## config.mk

```make
export PLATFORM = sky130hd
export DESIGN_NAME = vm_resource_wait_table
export DESIGN_NICKNAME = d
export VERILOG_FILES = /design/src/vmrwt_pkg.sv /design/src/vmrwt_ram.sv /design/src/vmrwt_entry_eval.sv /design/src/vm_resource_wait_table.sv
export SDC_FILE = /design/constraint.sdc
export NUM_CORES = 2
export LEC_CHECK = 0
export BUFFER_PORTS_ARGS = -buffer_cell sky130_fd_sc_hd__buf_4
export CORE_MARGIN = 4
export CORE_UTILIZATION = 60
export DETAILED_ROUTE_END_ITERATION = 10
export PLACE_DENSITY_LB_ADDON = 0.08
export SYNTH_ARGS = -nofsm -noshare
export SYNTH_HDL_FRONTEND = slang
export SYNTH_SLANG_ARGS = --single-unit
```

## constraint.sdc

```tcl
create_clock -name clock -period 23.6 [get_ports clock]
set_input_delay 1.18 -clock clock [delete_from_list [all_inputs] [get_ports clock]]
set_output_delay 1.18 -clock clock [all_outputs]
set_load 0.05 [all_outputs]
```

## src/vmrwt_pkg.sv

```systemverilog
// Types, constants and helpers for the requester wait table.
// Used by the table, its evaluation unit and its checker.
package vmrwt_pkg;

   localparam int TABLE_DEPTH  = 32;
   localparam int AMOUNT_WIDTH = 16;
   localparam int FIELD_W      = 16;
   localparam int ID_W         = 16;
   localparam int NUM_KINDS    = 3;
   localparam int ADDR_W       = $clog2(TABLE_DEPTH);
   localparam int CNT_W        = $clog2(TABLE_DEPTH + 1);
   localparam int REM_W        = AMOUNT_WIDTH + 2;

   typedef logic [AMOUNT_WIDTH-1:0] amt_type;
   typedef logic [FIELD_W-1:0]      field_type;
   typedef logic [ID_W-1:0]         id_type;
   typedef logic [ADDR_W-1:0]       addr_type;
   typedef logic [CNT_W-1:0]        cnt_type;
   typedef logic signed [REM_W-1:0] rem_type;

   typedef enum logic [1:0] {
      CMD_ADD    = 2'd0,
      CMD_REMOVE = 2'd1,
      CMD_CYCLE  = 2'd2,
      CMD_SAFETY = 2'd3
   } cmd_type;

   typedef enum logic [1:0] {
      STAT_OK        = 2'd0,
      STAT_FULL      = 2'd1,
      STAT_NOT_FOUND = 2'd2
   } status_type;

   typedef struct packed {
      cmd_type   cmd;
      id_type    requester_id;
      field_type cpu_first;
      field_type mem_first;
      field_type sto_first;
      field_type cpu_second;
      field_type mem_second;
      field_type sto_second;
   } req_type;

   typedef struct packed {
      logic       verdict;
      status_type status;
      cnt_type    entry_count;
   } rsp_type;

   typedef struct packed {
      id_type  id;
      amt_type held_cpu;
      amt_type held_mem;
      amt_type held_sto;
      amt_type wait_cpu;
      amt_type wait_mem;
      amt_type wait_sto;
   } rec_type;

   localparam int REC_W = $bits(rec_type);

   // Per-entry findings of the shared evaluation unit.
   typedef struct packed {
      logic                 id_match;
      logic                 fits;
      logic [NUM_KINDS-1:0] held_nz;
      logic [NUM_KINDS-1:0] wait_nz;
   } eval_type;

   function automatic rec_type make_rec(req_type r);
      rec_type rec;
      rec.id       = r.requester_id;
      rec.held_cpu = amt_type'(r.cpu_first);
      rec.held_mem = amt_type'(r.mem_first);
      rec.held_sto = amt_type'(r.sto_first);
      rec.wait_cpu = amt_type'(r.cpu_second);
      rec.wait_mem = amt_type'(r.mem_second);
      rec.wait_sto = amt_type'(r.sto_second);
      return rec;
   endfunction

endpackage

```

## src/vmrwt_ram.sv

```systemverilog
// Generic single-write, single-read RAM with a registered read port.
// No dependencies.
module vmrwt_ram #(
   parameter int WIDTH = 8,
   parameter int DEPTH = 32
) (
   input  logic                     clock,
   input  logic                     wr_en,
   input  logic [$clog2(DEPTH)-1:0] wr_addr,
   input  logic [WIDTH-1:0]         wr_data,
   input  logic                     rd_en,
   input  logic [$clog2(DEPTH)-1:0] rd_addr,
   output logic [WIDTH-1:0]         rd_data
);

   logic [WIDTH-1:0] mem_ff [DEPTH];
   logic [WIDTH-1:0] rd_data_ff;

   always_ff @(posedge clock) begin
      if (wr_en) begin
         mem_ff[wr_addr] <= wr_data;
      end
      if (rd_en) begin
         rd_data_ff <= mem_ff[rd_addr];
      end
   end

   assign rd_data = rd_data_ff;

endmodule

```

## src/vmrwt_entry_eval.sv

```systemverilog
// Shared evaluation unit: compares one stored record against the current item.
// Depends on vmrwt_pkg.
module vmrwt_entry_eval (
   input  vmrwt_pkg::req_type  req,
   input  vmrwt_pkg::rec_type  rec,
   output vmrwt_pkg::eval_type ev
);

   vmrwt_pkg::rec_type rq;
   vmrwt_pkg::rem_type rem_cpu;
   vmrwt_pkg::rem_type rem_mem;
   vmrwt_pkg::rem_type rem_sto;

   assign rq = vmrwt_pkg::make_rec(req);

   // For a safety check the first amounts are available and the second required.
   assign rem_cpu = vmrwt_pkg::rem_type'({2'b00, rq.held_cpu})
                  - vmrwt_pkg::rem_type'({2'b00, rq.wait_cpu});
   assign rem_mem = vmrwt_pkg::rem_type'({2'b00, rq.held_mem})
                  - vmrwt_pkg::rem_type'({2'b00, rq.wait_mem});
   assign rem_sto = vmrwt_pkg::rem_type'({2'b00, rq.held_sto})
                  - vmrwt_pkg::rem_type'({2'b00, rq.wait_sto});

   always_comb begin
      ev.id_match = (rec.id == req.requester_id);
      ev.fits     = (rem_cpu >= vmrwt_pkg::rem_type'({2'b00, rec.wait_cpu}))
                 && (rem_mem >= vmrwt_pkg::rem_type'({2'b00, rec.wait_mem}))
                 && (rem_sto >= vmrwt_pkg::rem_type'({2'b00, rec.wait_sto}));
      ev.held_nz  = {rec.held_sto != '0, rec.held_mem != '0, rec.held_cpu != '0};
      ev.wait_nz  = {rec.wait_sto != '0, rec.wait_mem != '0, rec.wait_cpu != '0};
   end

endmodule

```

## src/vm_resource_wait_table.sv

```systemverilog
// Requester wait table. Every command walks the stored records one per cycle
// through a single evaluation unit fed from a registered-read RAM. A full scan
// ends once the last stored record has been evaluated, and an update ends at
// its matching record. A remove ends its scan at the match and then moves each
// record above it down one place, one per cycle. busy is high from the
// accepting edge until the edge that raises rsp_valid; rsp_valid marks the
// result for exactly one cycle, and the receiver cannot hold it off.
// Depends on vmrwt_pkg, vmrwt_ram and vmrwt_entry_eval.
module vm_resource_wait_table (
   input  logic               clock,
   input  logic               reset,
   input  logic               start,
   output logic               busy,
   input  vmrwt_pkg::req_type req_data,
   output logic               rsp_valid,
   output vmrwt_pkg::rsp_type rsp_data
);

   localparam int NK = vmrwt_pkg::NUM_KINDS;
   localparam logic [1:0] HOLD_SAT = 2'd2;

   typedef enum logic [1:0] {
      ST_IDLE,
      ST_SCAN,
      ST_SHIFT
   } state_type;

   state_type           state_ff, state_in;
   vmrwt_pkg::req_type  req_ff, req_in;
   vmrwt_pkg::cnt_type  cnt_ff, cnt_in;
   vmrwt_pkg::cnt_type  iss_ff, iss_in;
   logic                pend_ff, pend_in;
   vmrwt_pkg::addr_type pidx_ff, pidx_in;
   logic [1:0]          hold_cnt_ff [NK];
   logic [1:0]          hold_cnt_in [NK];
   logic [NK-1:0]       wfree_ff, wfree_in;
   logic [NK-1:0]       whold_ff, whold_in;
   logic                fit_ff, fit_in;
   logic                rsp_valid_ff, rsp_valid_in;
   vmrwt_pkg::rsp_type  rsp_ff, rsp_in;

   logic                      wr_en;
   vmrwt_pkg::addr_type       wr_addr;
   logic [vmrwt_pkg::REC_W-1:0] wr_data;
   logic                      rd_en;
   logic [vmrwt_pkg::REC_W-1:0] rd_data;
   vmrwt_pkg::rec_type        rd_rec;
   vmrwt_pkg::eval_type       ev;

   assign rd_rec = vmrwt_pkg::rec_type'(rd_data);

   vmrwt_ram #(
      .WIDTH (vmrwt_pkg::REC_W),
      .DEPTH (vmrwt_pkg::TABLE_DEPTH)
   ) u_ram (
      .clock   (clock),
      .wr_en   (wr_en),
      .wr_addr (wr_addr),
      .wr_data (wr_data),
      .rd_en   (rd_en),
      .rd_addr (iss_ff[vmrwt_pkg::ADDR_W-1:0]),
      .rd_data (rd_data)
   );

   vmrwt_entry_eval u_eval (
      .req (req_ff),
      .rec (rd_rec),
      .ev  (ev)
   );

   always_comb begin
      logic                   issue_ok;
      logic                   scan_done;
      logic                   respond;
      logic                   verdict;
      vmrwt_pkg::status_type  status;
      logic                   cyc;

      state_in     = state_ff;
      req_in       = req_ff;
      cnt_in       = cnt_ff;
      iss_in       = iss_ff;
      pend_in      = 1'b0;
      pidx_in      = pidx_ff;
      hold_cnt_in  = hold_cnt_ff;
      wfree_in     = wfree_ff;
      whold_in     = whold_ff;
      fit_in       = fit_ff;
      rsp_valid_in = 1'b0;
      rsp_in       = rsp_ff;
      wr_en        = 1'b0;
      wr_addr      = pidx_ff;
      wr_data      = rd_data;
      rd_en        = 1'b0;
      respond      = 1'b0;
      verdict      = 1'b0;
      status       = vmrwt_pkg::STAT_OK;
      cyc          = 1'b0;

      issue_ok  = (iss_ff < cnt_ff);
      scan_done = !pend_ff && !issue_ok;

      for (int k = 0; k < NK; k++) begin
         cyc = cyc || (wfree_ff[k] && (hold_cnt_ff[k] != 2'd0))
                   || (whold_ff[k] && (hold_cnt_ff[k] == HOLD_SAT));
      end

      unique case (state_ff)
         ST_IDLE: begin
            if (start) begin
               req_in   = req_data;
               iss_in   = '0;
               wfree_in = '0;
               whold_in = '0;
               fit_in   = 1'b0;
               for (int k = 0; k < NK; k++) begin
                  hold_cnt_in[k] = 2'd0;
               end
               state_in = ST_SCAN;
            end
         end

         ST_SCAN: begin
            if (issue_ok) begin
               rd_en   = 1'b1;
               pend_in = 1'b1;
               pidx_in = iss_ff[vmrwt_pkg::ADDR_W-1:0];
               iss_in  = iss_ff + vmrwt_pkg::cnt_type'(1);
            end
            if (pend_ff) begin
               // A waiter that holds nothing of a kind clashes with any holder;
               // a waiter that also holds it needs a second holder.
               for (int k = 0; k < NK; k++) begin
                  if (ev.held_nz[k] && (hold_cnt_ff[k] != HOLD_SAT)) begin
                     hold_cnt_in[k] = hold_cnt_ff[k] + 2'd1;
                  end
               end
               wfree_in = wfree_ff | (ev.wait_nz & ~ev.held_nz);
               whold_in = whold_ff | (ev.wait_nz & ev.held_nz);
               fit_in   = fit_ff || (ev.fits && !ev.id_match);
            end
            priority if (pend_ff && ev.id_match && req_ff.cmd == vmrwt_pkg::CMD_ADD) begin
               wr_en    = 1'b1;
               wr_addr  = pidx_ff;
               wr_data  = vmrwt_pkg::make_rec(req_ff);
               pend_in  = 1'b0;
               respond  = 1'b1;
            end else if (pend_ff && ev.id_match
                         && req_ff.cmd == vmrwt_pkg::CMD_REMOVE) begin
               iss_in   = vmrwt_pkg::cnt_type'(pidx_ff) + vmrwt_pkg::cnt_type'(1);
               pend_in  = 1'b0;
               state_in = ST_SHIFT;
            end else if (scan_done) begin
               respond = 1'b1;
               unique case (req_ff.cmd)
                  vmrwt_pkg::CMD_ADD: begin
                     if (cnt_ff != vmrwt_pkg::cnt_type'(vmrwt_pkg::TABLE_DEPTH)) begin
                        wr_en   = 1'b1;
                        wr_addr = cnt_ff[vmrwt_pkg::ADDR_W-1:0];
                        wr_data = vmrwt_pkg::make_rec(req_ff);
                        cnt_in  = cnt_ff + vmrwt_pkg::cnt_type'(1);
                     end else begin
                        status = vmrwt_pkg::STAT_FULL;
                     end
                  end
                  vmrwt_pkg::CMD_REMOVE: status  = vmrwt_pkg::STAT_NOT_FOUND;
                  vmrwt_pkg::CMD_CYCLE:  verdict = cyc;
                  vmrwt_pkg::CMD_SAFETY: begin
                     verdict = (cnt_ff <= vmrwt_pkg::cnt_type'(1)) || fit_ff;
                  end
                  default: verdict = 1'b0;
               endcase
            end
         end

         ST_SHIFT: begin
            if (issue_ok) begin
               rd_en   = 1'b1;
               pend_in = 1'b1;
               pidx_in = iss_ff[vmrwt_pkg::ADDR_W-1:0];
               iss_in  = iss_ff + vmrwt_pkg::cnt_type'(1);
            end
            // Each record read back moves one place down.
            if (pend_ff) begin
               wr_en   = 1'b1;
               wr_addr = pidx_ff - vmrwt_pkg::addr_type'(1);
               wr_data = rd_data;
            end
            if (scan_done) begin
               cnt_in  = cnt_ff - vmrwt_pkg::cnt_type'(1);
               respond = 1'b1;
            end
         end

         default: state_in = ST_IDLE;
      endcase

      if (respond) begin
         state_in           = ST_IDLE;
         rsp_valid_in       = 1'b1;
         rsp_in.verdict     = verdict;
         rsp_in.status      = status;
         rsp_in.entry_count = cnt_in;
      end
   end

   always_ff @(posedge clock) begin
      if (reset) begin
         state_ff     <= ST_IDLE;
         cnt_ff       <= '0;
         pend_ff      <= 1'b0;
         rsp_valid_ff <= 1'b0;
      end else begin
         state_ff     <= state_in;
         cnt_ff       <= cnt_in;
         pend_ff      <= pend_in;
         rsp_valid_ff <= rsp_valid_in;
      end
      req_ff      <= req_in;
      iss_ff      <= iss_in;
      pidx_ff     <= pidx_in;
      hold_cnt_ff <= hold_cnt_in;
      wfree_ff    <= wfree_in;
      whold_ff    <= whold_in;
      fit_ff      <= fit_in;
      rsp_ff      <= rsp_in;
   end

   assign busy      = (state_ff != ST_IDLE);
   assign rsp_valid = rsp_valid_ff;
   assign rsp_data  = rsp_ff;

endmodule

```

==> run summary <==
status = complete, no violations
critical-path cell list = inv_1, ha_1, a21o_1, a31oi_1, o21a_1, nor4_1, a311oi_1, o211ai_1, nor2_4, buf_4, buf_4
crit path DAT = 7.44 ns
H-tree depth = 5
leading post-synthesis cells by cell area = edfxtp_1, mux4_2, ha_1
M1 GR Usage = 43.4%
Clock Tree Root = clkbuf_16
slowest stage cell, crit path = nor2_4
synthesized area per cell = 23.5 um^2
largest net degree at the start of global routing = 124
sequential share of the synthesized area = 77.0%
post-route minimum period = 6.90 ns
antenna viol nets, final = 0
routed wire length = 371,000 um
CTS Hold Bufs = 0
most frequent CP cell = buf_4
fin crit share = 29.2%
worst stage delay on the critical path = 1.00 ns
fraction of layout cells with a size suffix above 1 = 30.2%
Routed wire per std cell = 35.6 um
Nets = 7,035
vias in the first global route = 71,500
post-synth top area cell = edfxtp_1
Worst Setup Start Kind = register
Area growth, synth to finish = 12.0%
initial core utilization = 60.3%
drt initial violations = 9,609
drt pass-1 iters = 6
Post-synth ARST share = 0%
R2R Setup Slk = 16.70 ns
post-CTS sizing = 0
Ys Warns = 0
via/cell ratio = 6.78
vias = 70,700
max-slew violations = 0
count leader, synth = edfxtp_1
Tot GR Track Use = 29.2%
leakage = 52.4 nW
maximum vdd ir drop = 0.0905 mV
Synth top cells by count = edfxtp_1, mux4_2, clkbuf_1
grt met2 use = 45.6%
setup TNS = 0 ns
min-delay worst type = primary input to register
CTS tree = built
Synth Register Bits = 3,853
# port buffers = 127
routability cong. = 0.818
Yosys top cell area share = 76.8%
M3 GR Usage = 5.36%
ys flop type = edfxtp_1
Ports = 128
Mapped Area = 150,000 um^2
Die ar. = 258,000 um^2
drt drc = 0
Core ar. = 249,000 um^2
gr busiest metal = met2
final core occ = 67.6%
crit path kind = register to register
first-pass GRT wire length = 533,000 um
Cells after Synth = 6,399
DP Area = 156,000 um^2
final hold viol count = 0
Syn Nets = 6,638
Post-synth EDFFs = 3,843
worst relative slew slack = 6.19%
max-cap violations = 0
clock-pin transition on the worst setup and hold timing paths = 0.07 ns
Die Y = 508 um
Tot Pwr = 19.0 mW
RSZ-0062 raised after global routing = false
Fmax = 145 MHz
total CTS buffers = 392
final HPWL from detailed placement = 192,000 um
GRT Residual Overflow = 0
crit-path max FO = 45
nature of the critical path endpoint = register
# fillers = 15,400
Final Setup Violations = 0
fin area = 168,000 um^2
CTS Sinks = 3,853
Die X = 508 um
Distinct cells, synth = 75
required time of the worst setup path = 24.14 ns
PD cells = 113 nW/um^2
Post-CTS Setup Inserts = 0
Slew @ Worst Pin = 1.41 ns
initial antenna violation count = 11
FP Rows = 183
clk_lat worst skew = 0.95 ns
CTS max path bufs = 4
clk_skew = 0.0551 ns
[area by class of cell]
type                            instances  area (um^2)  area share (%)
Antenna cell                            8         20.0          0.0119
Clock buffer                          476        10300            6.10
Clock inverter                        221         1940            1.15
Inverter                              136          518           0.308
Multi-Input combinational cell       2110        33100            19.7
Sequential cell                      3853       116000            68.8
Tap cell                             3330         4170            2.48
Timing Repair Buffer                  303         2500            1.49
[metal layers]
| layer | vias to the layer above | part of all wire, % |
|---|---|---|
| met5 | - | 0.0054 |
| met4 | 2 | 2.9 |
| met3 | 588 | 8.6 |
| met2 | 3583 | 49 |
| met1 | 38400 | 40 |
| li1 | 28200 | - |
[flip-flops by register name (all words and copies together) (netlist names)]
| name | count |
|---|---|
| pidx_ff | 5 |
| fit_ff | 1 |
| u_ram.rd_data | 112 |
| pend_ff | 1 |
| state_ff | 2 |
| cnt_ff | 6 |
| req_ff | 114 |
| iss_ff | 6 |
| whold_ff | 3 |
| rsp_data | 9 |
| rsp_valid | 1 |
| wfree_ff | 3 |
| u_ram.mem_ff | 3584 |
| hold_cnt_ff | 6 |
[through the flow]
step                hold slack (ns)  setup slack (ns)  instances
floorplan                     0.451             15.93       6399
global placement              0.546             16.76       9732
detailed placement            0.552             16.75       9732
CTS                           0.342             16.70      10400
global route                  0.359             16.43      10400
finish                        0.415             16.70      10400
[cell usage in the layout (no fill, tap or decap), types with 13 or more instances in the layout]
| cell type | n |
|---|---|
| nor2_1 | 78 |
| xnor2_1 | 28 |
| o211ai_1 | 14 |
| bufinv_16 | 32 |
| nor3_1 | 19 |
| clkbuf_1 | 75 |
| ha_1 | 119 |
| buf_4 | 285 |
| mux2_1 | 55 |
| a31oi_1 | 14 |
| o21ai_1 | 28 |
| nand2_1 | 93 |
| clkinvlp_4 | 16 |
| o21ai_2 | 23 |
| clkinv_1 | 95 |
| nand3_1 | 13 |
| nor4_1 | 38 |
| and2_1 | 13 |
| nor2_4 | 32 |
| nand4_1 | 17 |
| xor2_1 | 29 |
| clkinv_2 | 65 |
| a21oi_1 | 48 |
| clkbuf_16 | 396 |
| inv_1 | 133 |
| o21ai_0 | 49 |
| buf_12 | 18 |
| mux4_2 | 1120 |
| edfxtp_1 | 3843 |
| mux2_2 | 118 |
[logic make-up after synthesis]
| family | Yosys count | share of synthesized area [%] |
|---|---|---|
| xor gates and xnor gates | 57 | 0.332 |
| and+or+nand+nor | 357 | 1.15 |
| muxes | 1300 | 18.1 |
| DFF | 3853 | 77.0 |
| buffers and inverters | 436 | 1.20 |
| adders and majority gates | 122 | 1.03 |
| AOI/OAI and AO/OA | 274 | 1.17 |
[report_power, final]
part / leakage [nW] / total (mW) / internal [mW] / switching [mW]
Combinational: 11.7 / 4.48 / 1.90 / 2.58
Clock: 5.94 / 5.94 / 3.43 / 2.51
Sequential: 34.7 / 8.61 / 8.45 / 0.159
[critical path: cells and delay by family, from the launching register on]
family / cells / cell delay [ns]
buffers and inverters: 3 / 2.03
AOI/OAI and AO/OA: 5 / 2.20
and+or+nand+nor: 2 / 1.18
adders and majority gates: 1 / 0.36
DFF: 1 / 0.54
[worst paths after layout]
kind,end,from,cells after the start
setup / recovery,u_ram.mem_ff[7][61]$_DFFE_PP_,cnt_ff[2]$_SDFF_PP0_,11
hold / removal,req_ff[29]$_DFFE_PP_,req_data[29],1
setup reg to reg,u_ram.mem_ff[7][61]$_DFFE_PP_,cnt_ff[2]$_SDFF_PP0_,11
hold reg to reg,hold_cnt_ff[0]$_SDFFCE_PP0P_,hold_cnt_ff[0]$_SDFFCE_PP0P_,1
(Power assumes the default switching activity.)
